**src/hdl/urlpd_pkg.sv**
```systemverilog
`default_nettype none
package urlpd_pkg;

   // Most decoded bytes kept per string is MAX_LEN-1 or out_limit, whichever is less.
   localparam int MAX_LEN     = 4096;
   localparam int LIMIT_W     = 12;
   localparam int QUEUE_DEPTH = 4;
   localparam int QPTR_W      = $clog2(QUEUE_DEPTH);

   localparam logic [7:0] CHAR_PLUS    = 8'h2B;
   localparam logic [7:0] CHAR_PERCENT = 8'h25;
   localparam logic [7:0] CHAR_SPACE   = 8'h20;
   localparam int         HEX_RADIX    = 16;

   // An accepted input byte that yields output or ends a string turns into a group of one to three beats.
   typedef struct packed {
      logic [2:0][7:0] data;
      logic [1:0]      count;
      logic            present;
      logic            last;
   } group_type;

   typedef struct packed {
      logic [7:0] data;
      logic       present;
      logic       last;
   } beat_type;

   function automatic logic is_hex(input logic [7:0] c);
      return c inside {[8'h30:8'h39], [8'h41:8'h46], [8'h61:8'h66]};
   endfunction

   // Digits carry their value in the low nibble; letters of both cases sit nine below it.
   function automatic logic [3:0] hex_val(input logic [7:0] c);
      if (c inside {[8'h30:8'h39]}) begin
         return c[3:0];
      end
      return c[3:0] + 4'd9;
   endfunction

   function automatic logic [7:0] hex_byte(input logic [7:0] hi, input logic [7:0] lo);
      logic [11:0] v;
      v = 12'(hex_val(hi)) * 12'(HEX_RADIX) + 12'(hex_val(lo));
      return v[7:0];
   endfunction

endpackage
`default_nettype wire

```
**src/hdl/urlpd_front.sv**
```systemverilog
`default_nettype none
module urlpd_front
   import urlpd_pkg::*;
(
   input  wire logic               clock,
   input  wire logic               reset,
   input  wire logic               req_push,
   input  wire logic [7:0]         req_in_byte,
   input  wire logic               req_in_end,
   input  wire logic               csr_valid,
   input  wire logic [LIMIT_W-1:0] csr_out_limit,
   input  wire logic               queue_full,
   output      logic               enq,
   output      group_type          enq_group
);

   localparam logic [1:0] PH_IDLE = 2'd0;
   localparam logic [1:0] PH_ONE  = 2'd1;
   localparam logic [1:0] PH_TWO  = 2'd2;
   localparam int         CAP     = MAX_LEN - 1;

   logic [LIMIT_W-1:0] limit_ff, limit_in;
   logic [1:0]         phase_ff, phase_in;
   logic [7:0]         held_ff, held_in;
   logic [LIMIT_W-1:0] count_ff, count_in;

   logic               accept;
   logic [7:0]         cand [0:2];
   logic [1:0]         nc;
   logic [1:0]         phase_nx;
   logic [7:0]         held_nx;
   logic               do_plain;
   logic [LIMIT_W-1:0] bound;
   logic [LIMIT_W-1:0] room;
   logic [1:0]         keep;

   assign accept = req_push && !queue_full;

   // Classify the byte against the escape phase and list the candidate bytes in order.
   always_comb begin
      cand[0]  = '0;
      cand[1]  = '0;
      cand[2]  = '0;
      nc       = 2'd0;
      phase_nx = phase_ff;
      held_nx  = held_ff;
      do_plain = 1'b0;
      case (phase_ff)
         PH_ONE: begin
            if (is_hex(req_in_byte)) begin
               held_nx  = req_in_byte;
               phase_nx = PH_TWO;
            end else begin
               cand[0]  = CHAR_PERCENT;
               nc       = 2'd1;
               do_plain = 1'b1;
            end
         end
         PH_TWO: begin
            if (is_hex(req_in_byte)) begin
               cand[0]  = hex_byte(held_ff, req_in_byte);
               nc       = 2'd1;
               phase_nx = PH_IDLE;
            end else begin
               cand[0]  = CHAR_PERCENT;
               cand[1]  = held_ff;
               nc       = 2'd2;
               do_plain = 1'b1;
            end
         end
         default: begin
            do_plain = 1'b1;
         end
      endcase
      if (do_plain) begin
         phase_nx = PH_IDLE;
         if (req_in_byte == CHAR_PLUS) begin
            cand[nc] = CHAR_SPACE;
            nc       = nc + 2'd1;
         end else if (req_in_byte == CHAR_PERCENT) begin
            phase_nx = PH_ONE;
         end else begin
            cand[nc] = req_in_byte;
            nc       = nc + 2'd1;
         end
      end
      // Flush a pending escape literally at the end of the string.
      if (req_in_end) begin
         if (phase_nx == PH_ONE) begin
            cand[nc] = CHAR_PERCENT;
            nc       = nc + 2'd1;
         end else if (phase_nx == PH_TWO) begin
            cand[0] = CHAR_PERCENT;
            cand[1] = held_nx;
            nc      = 2'd2;
         end
      end
   end

   // Keep only as many candidates as the limit still allows.
   always_comb begin
      bound = (32'(limit_ff) < CAP) ? limit_ff : LIMIT_W'(CAP);
      room  = (count_ff < bound) ? (bound - count_ff) : '0;
      keep  = (room < LIMIT_W'(nc)) ? room[1:0] : nc;
   end

   always_comb begin
      enq                = accept && ((keep != 2'd0) || req_in_end);
      enq_group.data[0]  = (keep == 2'd0) ? 8'd0 : cand[0];
      enq_group.data[1]  = cand[1];
      enq_group.data[2]  = cand[2];
      enq_group.count    = (keep == 2'd0) ? 2'd1 : keep;
      enq_group.present  = keep != 2'd0;
      enq_group.last     = req_in_end;
   end

   always_comb begin
      limit_in = csr_valid ? csr_out_limit : limit_ff;
      phase_in = phase_ff;
      held_in  = held_ff;
      count_in = count_ff;
      if (accept) begin
         if (req_in_end) begin
            phase_in = PH_IDLE;
            held_in  = '0;
            count_in = '0;
         end else begin
            phase_in = phase_nx;
            held_in  = held_nx;
            count_in = count_ff + LIMIT_W'(keep);
         end
      end
   end

   always_ff @(posedge clock) begin
      if (reset) begin
         limit_ff <= '1;
         phase_ff <= PH_IDLE;
         held_ff  <= '0;
         count_ff <= '0;
      end else begin
         limit_ff <= limit_in;
         phase_ff <= phase_in;
         held_ff  <= held_in;
         count_ff <= count_in;
      end
   end

endmodule
`default_nettype wire

```
**src/hdl/urlpd_queue.sv**
```systemverilog
`default_nettype none
module urlpd_queue
   import urlpd_pkg::*;
(
   input  wire logic      clock,
   input  wire logic      reset,
   input  wire logic      enq,
   input  group_type      enq_group,
   input  wire logic      deq,
   output      logic      full,
   output      logic      empty,
   output      group_type head
);

   group_type         slot_ff [0:QUEUE_DEPTH-1];
   logic [QPTR_W-1:0] wr_ff, wr_in;
   logic [QPTR_W-1:0] rd_ff, rd_in;
   logic [QPTR_W:0]   fill_ff, fill_in;
   logic              do_enq;
   logic              do_deq;

   assign full   = fill_ff == (QPTR_W+1)'(QUEUE_DEPTH);
   assign empty  = fill_ff == '0;
   assign head   = slot_ff[rd_ff];
   assign do_enq = enq && !full;
   assign do_deq = deq && !empty;

   always_comb begin
      wr_in   = do_enq ? wr_ff + 1'b1 : wr_ff;
      rd_in   = do_deq ? rd_ff + 1'b1 : rd_ff;
      fill_in = fill_ff + (QPTR_W+1)'(do_enq) - (QPTR_W+1)'(do_deq);
   end

   always_ff @(posedge clock) begin
      if (do_enq) begin
         slot_ff[wr_ff] <= enq_group;
      end
   end

   always_ff @(posedge clock) begin
      if (reset) begin
         wr_ff   <= '0;
         rd_ff   <= '0;
         fill_ff <= '0;
      end else begin
         wr_ff   <= wr_in;
         rd_ff   <= rd_in;
         fill_ff <= fill_in;
      end
   end

endmodule
`default_nettype wire

```
**src/hdl/urlpd_back.sv**
```systemverilog
`default_nettype none
module urlpd_back
   import urlpd_pkg::*;
(
   input  wire logic      clock,
   input  wire logic      reset,
   input  wire logic      queue_empty,
   input  group_type      head,
   output      logic      deq,
   input  wire logic      rsp_pop,
   output      logic      rsp_empty,
   output      beat_type  rsp_beat
);

   logic       valid_ff, valid_in;
   beat_type   beat_ff, beat_in;
   logic [1:0] idx_ff, idx_in;
   logic       advance;
   logic       tail;

   // Advance when the output register is free or its beat goes out now.
   assign advance = !valid_ff || rsp_pop;
   assign tail    = idx_ff == (head.count - 2'd1);
   assign deq     = advance && !queue_empty && tail;

   always_comb begin
      valid_in = valid_ff;
      beat_in  = beat_ff;
      idx_in   = idx_ff;
      if (advance) begin
         valid_in = !queue_empty;
         if (!queue_empty) begin
            beat_in.data    = head.data[idx_ff];
            beat_in.present = head.present;
            beat_in.last    = head.last && tail;
            idx_in          = tail ? 2'd0 : idx_ff + 2'd1;
         end
      end
   end

   always_ff @(posedge clock) begin
      beat_ff <= beat_in;
   end

   always_ff @(posedge clock) begin
      if (reset) begin
         valid_ff <= 1'b0;
         idx_ff   <= 2'd0;
      end else begin
         valid_ff <= valid_in;
         idx_ff   <= idx_in;
      end
   end

   assign rsp_empty = !valid_ff;
   assign rsp_beat  = beat_ff;

endmodule
`default_nettype wire

```
**src/hdl/url_percent_decoder.sv**
```systemverilog
// URL percent decoder.
// Input channel (req_): push one raw byte of an encoded string per beat, with
// req_in_end on the final byte. A beat is taken when req_push is high and
// req_full is low. One byte is taken every cycle while req_full stays low.
// Result channel (rsp_): a queue read port. While rsp_empty is low the oldest
// decoded beat sits on rsp_out_byte / rsp_byte_present / rsp_out_end; pulse
// rsp_pop to take it. '+' becomes a space, "%hh" becomes one byte, a broken
// escape comes out literally. A beat with rsp_byte_present low is a bare end
// marker (byte zero); rsp_out_end flags the last beat of every string.
// A decoded byte passes through the queue and then the output register before it
// shows on the result ports. Unless the receiver stalls, the back end drains one beat
// a cycle, so an input byte that releases two or three bytes holds the output for
// that many beats; the four-group queue between front and back absorbs such
// bursts, and req_full rises only when it fills.
// csr_: write the 12-bit out_limit (bytes kept per string) while idle;
// csr_ready is always high.
// Reset (synchronous, high) empties the queue and output register, clears the
// escape and byte-count state and sets out_limit to 4095. When the receiver
// stalls, the output beat holds and the queue fills, then req_full stalls the
// sender; nothing is dropped.
`default_nettype none
module url_percent_decoder
   import urlpd_pkg::*;
(
   input  wire logic               clock,
   input  wire logic               reset,
   input  wire logic               req_push,
   output      logic               req_full,
   input  wire logic [7:0]         req_in_byte,
   input  wire logic               req_in_end,
   output      logic               rsp_empty,
   input  wire logic               rsp_pop,
   output      logic [7:0]         rsp_out_byte,
   output      logic               rsp_byte_present,
   output      logic               rsp_out_end,
   input  wire logic               csr_valid,
   output      logic               csr_ready,
   input  wire logic [LIMIT_W-1:0] csr_out_limit
);

   logic      queue_full;
   logic      queue_empty;
   logic      enq;
   logic      deq;
   group_type enq_group;
   group_type head;
   beat_type  rsp_beat;

   // Classify the byte and enqueue its group of decoded beats.
   urlpd_front u_front (
      .clock         (clock),
      .reset         (reset),
      .req_push      (req_push),
      .req_in_byte   (req_in_byte),
      .req_in_end    (req_in_end),
      .csr_valid     (csr_valid),
      .csr_out_limit (csr_out_limit),
      .queue_full    (queue_full),
      .enq           (enq),
      .enq_group     (enq_group)
   );

   urlpd_queue u_queue (
      .clock     (clock),
      .reset     (reset),
      .enq       (enq),
      .enq_group (enq_group),
      .deq       (deq),
      .full      (queue_full),
      .empty     (queue_empty),
      .head      (head)
   );

   // Serialize each group into result beats behind an output register.
   urlpd_back u_back (
      .clock       (clock),
      .reset       (reset),
      .queue_empty (queue_empty),
      .head        (head),
      .deq         (deq),
      .rsp_pop     (rsp_pop),
      .rsp_empty   (rsp_empty),
      .rsp_beat    (rsp_beat)
   );

   assign req_full         = queue_full;
   assign csr_ready        = 1'b1;
   assign rsp_out_byte     = rsp_beat.data;
   assign rsp_byte_present = rsp_beat.present;
   assign rsp_out_end      = rsp_beat.last;

endmodule
`default_nettype wire

```
**config.mk**
```make
export PLATFORM = sky130hd
export DESIGN_NAME = url_percent_decoder
export DESIGN_NICKNAME = d
export VERILOG_FILES = /design/src/hdl/urlpd_pkg.sv /design/src/hdl/urlpd_front.sv /design/src/hdl/urlpd_queue.sv /design/src/hdl/urlpd_back.sv /design/src/hdl/url_percent_decoder.sv
export SDC_FILE = /design/constraint.sdc
export NUM_CORES = 1
export LEC_CHECK = 0
export CAP_MARGIN = 20
export CELL_PAD_IN_SITES_DETAIL_PLACEMENT = 0
export CELL_PAD_IN_SITES_GLOBAL_PLACEMENT = 1
export CORE_ASPECT_RATIO = 1.5
export CORE_MARGIN = 10
export CORE_UTILIZATION = 30
export CTS_CLUSTER_DIAMETER = 200
export DETAILED_ROUTE_END_ITERATION = 10
export DONT_BUFFER_PORTS = 1
export PLACE_DENSITY = 0.52
export REMOVE_ABC_BUFFERS = 1
export SETUP_SLACK_MARGIN = 0.02
export SLEW_MARGIN = 20
export SYNTH_ARGS = -nofsm -noshare
export SYNTH_HDL_FRONTEND = slang
export SYNTH_SLANG_ARGS = --single-unit
```
**constraint.sdc**
```tcl
create_clock -name clock -period 7.55 [get_ports clock]
set_input_delay 2.265 -clock clock [delete_from_list [all_inputs] [get_ports clock]]
set_output_delay 2.265 -clock clock [all_outputs]
set_load 0.005 [all_outputs]
```
==> run_results.csv, run 1 <==
group,metric,value,unit
clock_network,htreeDepth,4,
clock_network,hold_buffers,0,
timing,timing.setup.tns,0,ns
timing,tightestPinTransition,0.805,ns
power,internal-power,0.00181,W
power,design_power_total,0.00253,W
critical_path,crit_required,7.86,ns
timing,layout_worst_path_cycle_share,92.9,%
floorplan,pin_count,39,
global_routing,global_router_s_overall_resource_usage,12.7,%
critical_path,worst_setup_path_end_kind,"flip-flop",
place,placed_cell_area,9100,um2
yosys,yosys_most_used_dff,"edfxtp_1",
place,place.gp.congestion,0.879,
floorplan,fp.coreArea,28600,um2
timing,clock-skew-final,0.0117,ns
power,power.share.switching,28.6,%
clock_network,cts.reportedPaths.clkPinSlew,0.07,ns
place,detailedPlacementHpwl,16.4,mm
yosys,synthTopCellsByArea,"edfxtp_1, dfxtp_1, mux4_2, ha_1, mux2i_1",
timing,setup_repair_after_global_routing_missed_its_margin,"no",
drt,viasPerCell,5.07,
clock_network,cts.root.buffer_cell,"clkbuf_16",
drt,pre_repair_dr_iteration_count,4,
clock_network,tritoncts,"yes",
power,total_leakage_power,3.23,nW
power,p_switching,0.000724,W
finish,n_antenna_cell,0,
yosys,syn_area_per_cell,11.9,um2
yosys,post_synth_edffs,122,
flow_run,max_cap_violations,0,
power,share_comb_of_total_power,20.9,%
power,power.share.sequential,47.7,%
drt,wl_per_cell,20.2,um
critical_path,critical_path_type,"in -> reg",
finish,finish.instance_area,9630,um2
power,vdd_drop_max,0.173,mV
global_routing,gr-usage-met3,3.42,%
yosys,netlist.area_leader.share,42.2,%
finish,proportion_of_layout_cells_with_a_drive_suffix_above_1,12.5,%
worst_hold_path,worst_hold_startpoint,"u_back.valid_ff",
drt,routed_wl,22.6,mm
yosys,netlist.top_cell.by_area,"edfxtp_1",
timing,fmaxAchievable,143,MHz
yosys,synth_area,8670,um2
timing,minimum_clock_period_after_layout,7.02,ns
clock_network,post_cts_resized,0,
yosys,synth-seq-area-share,52.9,%
critical_path,reg2reg_from,"u_front.phase_ff[0]",
timing,finalHoldViolCount,0,
power,pwr_cell_area,263,nW/um2
timing,number_of_max_slew_violations_in_the_final_report,0,
global_routing,grt-busiest-layer,"met2",
yosys,synth_cell_types,76,
finish,multi_input_area,3690,um2
clock_network,clock_sink_count,168,
global_routing,pin_count_of_the_biggest_net_entering_global_routing,29,
clock_network,cts_buffers,17,
yosys,postSynthCellCount,729,
worst_hold_path,worstHoldPathType,"reg -> reg",
floorplan,initial_util,30.3,%
finish,flow.area_growth_from_synthesis,11.1,%
drt,drt_drc_violations_left,0,
yosys,synth-seq-cells,168,
global_routing,use_met1,12.6,%
outcome,outcome,"finished clean",
floorplan,die-area,36200,um2
finish,numnets_final,780,
drt,drt_iter0_markers,238,
clock_network,cts_setup_buffers,0,
clock_network,clk_path_buf_depth,2,
global_routing,grt_pass1_vias,5932,
global_routing,globalRouteOverflowTotal,0,
critical_path,critPathLaunch,"req_in_byte[1]",
critical_path,maximum_fanout_count_along_the_critical_path,10,
floorplan,rows,76,
timing,final_report_setup_violation_count,0,
place,port-buffer-count,0,
floorplan,chipWidth,159,um
critical_path,worst_setup_path_start_kind,"input port",
clock_network,clkLatencyLatePin,0.44,ns
global_routing,met2_usage,23.9,%
global_routing,wire_length_of_the_first_global_routing_pass,35.6,mm
finish,n_fill_cell,2853,
place,dp_cells,1085,
finish,seq_area,4590,um2
critical_path,worst_ep_arrival_time,7.33,ns
global_routing,antenna_found_initial,0,
drt,detailroute.via_count,5666,
floorplan,die_height,228,um
yosys,postSynth.asyncResetShare,0,%
timing,max_slew_margin,46.4,%
drt,antenna_left,0,
yosys,yosys_warnings,0,
finish,finalNonFillerCells,1117,
power,clockPowerShare,31.4,%
timing,fin_hold_ws,0.465,ns
==> layer usage <==
metal  share of wire [%]  up-vias
li1                    -     2690
met1                  37     2830
met2                  56      109
met3                 4.2       37
met4                 2.7        0
met5                   0        -
==> layout make-up <==
cell class	instances	area share [%]
flip-flops and latches	168	47.6
multi-input cells	462	38.4
well taps	390	5.07
clock buffers	17	4.42
inverters	54	2.10
repair buffers	11	1.38
clock inverters	15	1.05
==> stage by stage <==
stage,worst slack (ns),util [%]
after global routing,0.238,33.6
after global placement,0.181,31.8
final,0.533,33.6
after floorplan,0.369,-
after CTS,0.541,33.6
after detailed placement,0.0766,31.8
==> worst max-delay path, cell delays in order <==
cell      delay [ns]
inv_1           0.04
ha_1            0.21
or3b_2          0.47
nand4b_1        0.21
o21ai_4         0.10
mux2i_1         0.29
ha_1            0.29
nor2_1          0.16
o21bai_1        0.12
and2_1          0.15
ha_1            0.22
or3_1           0.39
o41ai_4         0.07
a211oi_2        0.09
ha_1            0.32
nor3_1          0.14
nand4_1         0.12
o211a_1         0.21
inv_1           0.08
ha_1            0.17
inv_1           0.06
fa_1            0.41
or4_1           0.54
xnor2_1         0.14
nor2_1          0.05
==> final timing paths <==
check | to | slack (ns) | cells past startpoint
worst max-delay path | u_front.count_ff[6] | 0.53 | 25
worst min-delay path | u_back.valid_ff | 0.47 | 2
worst max register to register | u_front.count_ff[6] | 2.23 | 23
worst min register to register | u_back.valid_ff | 0.47 | 2
==> state kept, by name, indices dropped and copies added, names as in the netlist, named ones only <==
signal            count
u_queue.fill_ff       3
u_back.idx_ff         2
u_queue.rd_ff         2
u_front.count_ff     12
u_queue.slot_ff     112
u_front.limit_ff     12
u_queue.wr_ff         2
u_back.rsp_beat      10
u_back.valid_ff       1
u_front.phase_ff      2
u_front.held_ff       8
==> logic make-up (layout without fill, tap and decap cells) <==
| logic type | count (synthesis) | after routing | share of synthesized area, % |
|---|---|---|---|
| simple gates | 202 | 202 | 11.9 |
| flops | 168 | 168 | 52.9 |
| compound gates | 144 | 144 | 12.2 |
| buf+inv | 99 | 97 | 4.54 |
| mux | 56 | 56 | 10.5 |
| fa+ha+maj | 40 | 40 | 6.03 |
| xor+xnor | 19 | 19 | 1.92 |
| other cells | 1 | 1 | 0.0432 |
==> power groups by stage <==
stage / Clock, W / Sequential [W] / Combinational (W)
floorplan: 0 / 0.00123 / 0.000373
global placement: 0 / 0.00123 / 0.000539
detailed placement: 0 / 0.00123 / 0.000547
CTS: 0.000827 / 0.00121 / 0.000549
global route: 0.000861 / 0.00122 / 0.000598
finish: 0.000796 / 0.00121 / 0.000530
==> cell usage in the layout (no fill, tap or decap), types with 4 or more instances in the layout <==
master     count
a32oi_1        5
nor2b_1        6
or3b_2         4
and3_1         9
o21ai_0       20
edfxtp_1     122
dfxtp_1       44
mux4_2        28
o221ai_1       5
o22ai_1       15
mux2i_1       28
nor2_1        46
or3_1          4
ha_1          37
nand2_1       52
inv_1         52
nand3_1       11
xnor2_1       16
and2_1         9
nand4_1        9
nand2b_1      11
clkinv_1       4
buf_12         4
a21oi_1       31
clkbuf_16     17
buf_4          7
o211a_1        5
a22oi_1       16
a31oi_1        5
o21bai_1       7
nor3_1        21
nor4_1         4
==> cell usage after synthesis, drive strengths merged, types with 12 or more instances <==
library cell and number:
a22oi 17, nand2b 12, clkbuf 33, mux2i 28
xnor2 16, dfxtp 46, o21ai 24, edfxtp 122
nand2 52, inv 53, ha 37, buf 12
o22ai 15, mux4 28, a21oi 32, nor3 21
nor2 46
(Power assumes the default switching activity.)
==> run 2: changes to the inputs <==
Settings changed: PLACE_DENSITY 0.52 to 0.51, SYNTH_HIERARCHICAL from default to 1.
==> run 2 against run 1 <==
Effect of this change:
- worst setup slack got worse by 0.13 ns
- area after synthesis up 0.49%
- via count rose by 3.4%
- non-clock buffer count rose by 25
- highest routed layer unchanged
==> run_results.csv, run 2 <==
group,metric,value,unit
outcome,outcome,"finished clean",
floorplan,die_height,229,um
finish,proportion_of_layout_cells_with_a_drive_suffix_above_1,15.0,%
finish,largest-register,"u_queue/slot_ff",
clock_network,hold_buffers,0,
global_routing,pin_count_of_the_biggest_net_entering_global_routing,29,
clock_network,cts_setup_buffers,0,
clock_network,post_cts_resized,0,
yosys,yosys.cell_count.top_type,"edfxtp_1",
critical_path,r2r_slack,2.46,ns
critical_path,critPathCapture,"u_queue/fill_ff[2]",
finish,numnets_final,804,
drt,routed_wl,22.6,mm
clock_network,tritoncts,"yes",
yosys,synth-seq-cells,168,
critical_path,max_stage_delay_cell_worst_path,"or3b_2",
timing,finalHoldViolCount,0,
finish,most_common_cell_after_layout_fill_and_taps_aside,"edfxtp_1",
yosys,postSynthCellCount,727,
timing,tightestPinTransition,0.919,ns
drt,drt_drc_violations_left,0,
timing,number_of_max_slew_violations_in_the_final_report,0,
yosys,synthTopCellsByArea,"edfxtp_1, dfxtp_1, ha_1, mux4_2, mux2i_1",
finish,n_antenna_cell,0,
yosys,postSynth.asyncResetShare,0,%
critical_path,maximum_fanout_count_along_the_critical_path,10,
worst_hold_path,worstHoldPathType,"reg -> reg",
yosys,netlist.top_cell.by_area,"edfxtp_1",
yosys,netlist_top_cells_count,"edfxtp_1, nand2_1, inv_1",
power,pwr_cell_area,261,nW/um2
clock_network,clock_sink_count,168,
yosys,yosys_most_used_dff,"edfxtp_1",
floorplan,rows,76,
critical_path,worst_setup_path_start_kind,"input port",
finish,layout_top_registers,"u_queue/slot_ff: 112 flops, u_front/count_ff: 12 flops, u_front/limit_ff: 12 flops",
yosys,post_synth_edffs,122,
global_routing,grt_pass1_vias,6195,
power,clockPowerShare,32.1,%
drt,drt_iter0_markers,298,
critical_path,critical_path.reg2reg.endpoint,"u_queue/fill_ff[2]",
critical_path,critical_path_type,"in -> reg",
finish,finish.instance_area,9890,um2
drt,wl_per_cell,19.8,um
place,placed_cell_area,9290,um2
drt,detailroute.via_count,5856,
timing,final_report_setup_violation_count,0,
drt,viasPerCell,5.13,
critical_path,worst_r2r_path_depth,29,
power,share_comb_of_total_power,19.5,%
global_routing,antenna_found_initial,0,
floorplan,fp.coreArea,28700,um2
finish,flow.area_growth_from_synthesis,13.5,%
global_routing,globalRouteOverflowTotal,0,
critical_path,critical-path-max-stage-delay,0.49,ns
timing,max_slew_margin,38.6,%
floorplan,pin_count,39,
drt,pre_repair_dr_iteration_count,5,
floorplan,die-area,36400,um2
floorplan,initial_util,30.3,%
power,power.share.sequential,48.5,%
clock_network,clk_path_buf_depth,2,
timing,layout_worst_path_cycle_share,94.6,%
yosys,yosys_warnings,6,
global_routing,global_router_s_overall_resource_usage,12.6,%
timing,fmaxAchievable,140,MHz
critical_path,crit_required,7.88,ns
place,port-buffer-count,0,
timing,minimum_clock_period_after_layout,7.14,ns
critical_path,critPathLaunch,"req_in_byte[1]",
critical_path,crit_top_cell,"inv_1",
power,internal-power,0.00184,W
clock_network,cts.root.buffer_cell,"clkbuf_16",
clock_network,cts.reportedPaths.clkPinSlew,0.06,ns
critical_path,reg2reg_from,"u_front/phase_ff[0]",
place,place.gp.congestion,0.856,
clock_network,clkLatencyLatePin,0.44,ns
global_routing,wire_length_of_the_first_global_routing_pass,35.5,mm
timing,clock-skew-final,0.00816,ns
clock_network,cts_buffers,17,
timing,setup_repair_after_global_routing_missed_its_margin,"no",
power,vdd_drop_max,0.168,mV
yosys,synth-seq-area-share,52.6,%
yosys,synth_area,8710,um2
finish,final_cell_mix,"edfxtp_1, nand2_1, inv_1",
yosys,syn_area_per_cell,12.0,um2
drt,antenna_left,0,
clock_network,htreeDepth,4,
flow_run,max_cap_violations,0,
power,p_switching,0.000745,W
power,power.share.switching,28.8,%
yosys,synth_cell_types,82,
critical_path,worst_setup_path_end_kind,"flip-flop",
critical_path,worst_ep_arrival_time,7.47,ns
power,total_leakage_power,3.41,nW
finish,largest_register_ffs,112,
yosys,netlist.area_leader.share,42.0,%
timing,timing.setup.tns,0,ns
floorplan,chipWidth,159,um
place,detailedPlacementHpwl,16.7,mm
-- run 2: cell count changes after synthesis, moves of 6 or more --
cell and delta:
o21ai_1 +8, mux4_1 +8, o22ai_1 -10, and3_1 +9, nand4_1 -6, o21ai_0 +11, mux4_2 -8, a22oi_1 -9
-- run 2: layout make-up --
class | instances | area, um2
fill | 2928 | 18800
tap | 390 | 488
multi-input combinational | 467 | 3760
clock inverter | 14 | 128
inverter | 48 | 180
timing repair buffer | 36 | 320
sequential | 168 | 4590
clock buffer | 18 | 429
-- run 2: worst min path at each step --
stage,start,end,cells after the start
after detailed placement,u_queue/rd_ff[1],flip-flop,2
final,u_queue/rd_ff[1],flip-flop,2
after floorplan,u_front/limit_ff[10],u_front/limit_ff[10],2
after global routing,u_front/limit_ff[9],u_front/limit_ff[9],2
after global placement,u_queue/rd_ff[1],flip-flop,2
after CTS,u_queue/rd_ff[1],flip-flop,2
-- run 2: power groups by stage --
stage	Combinational (W)	Sequential (W)	Clock [W]
6_report	0.000503	0.00125	0.000829
5_1_grt	0.000566	0.00127	0.000895
4_1_cts	0.000516	0.00126	0.000857
3_5_place_dp	0.000513	0.00128	0
3_3_place_gp	0.000509	0.00127	0
2_1_floorplan	0.000367	0.00123	0
-- run 2: logic make-up (layout without fill, tap and decap cells) --
| group | after synthesis | in the layout | share of synthesized area [%] |
|---|---|---|---|
| adder cells (fa/ha/maj) | 40 | 40 | 6.00 |
| AND/OR/NAND/NOR | 200 | 200 | 12.0 |
| AO/OA/AOI/OAI | 151 | 151 | 11.8 |
| XOR/XNOR | 20 | 20 | 2.01 |
| buffers and inverters | 92 | 116 | 4.82 |
| flip-flops | 168 | 168 | 52.6 |
| other | 1 | 1 | 0.0430 |
| multiplexers | 55 | 55 | 10.7 |
-- run 2: routing by layer --
layer	track usage (%)	up-vias	part of all wire, %
li1	-	2746	-
met1	12.5	2922	36
met2	24.1	152	57
met3	3.26	36	3.9
met4	5.40	0	3.1
met5	0	-	0
-- run 2: critical path: cells and delay by family --
family                     cells  cell delay (ns)
xor gates and xnor gates       2             0.31
adders and majority gates      7             1.76
AOI/OAI and AO/OA              8             1.37
and+or+nand+nor                9             1.43
buffers and inverters          6             0.36
-- run 2: metrics by stage --
step / worst slack, ns / std cells / util (%) / hold slack, ns / total power, W
6_report: 0.407 / 1141 / 34.5 / 0.484 / 0.00258
5_1_grt: 0.0130 / 1141 / 34.5 / 0.522 / 0.00274
4_1_cts: 0.189 / 1141 / 34.3 / 0.485 / 0.00263
3_5_place_dp: -0.260 / 1109 / 32.3 / 0.475 / 0.00180
3_3_place_gp: -0.135 / 1109 / 32.3 / 0.455 / 0.00178
2_1_floorplan: -0.104 / 683 / - / 0.446 / 0.00160
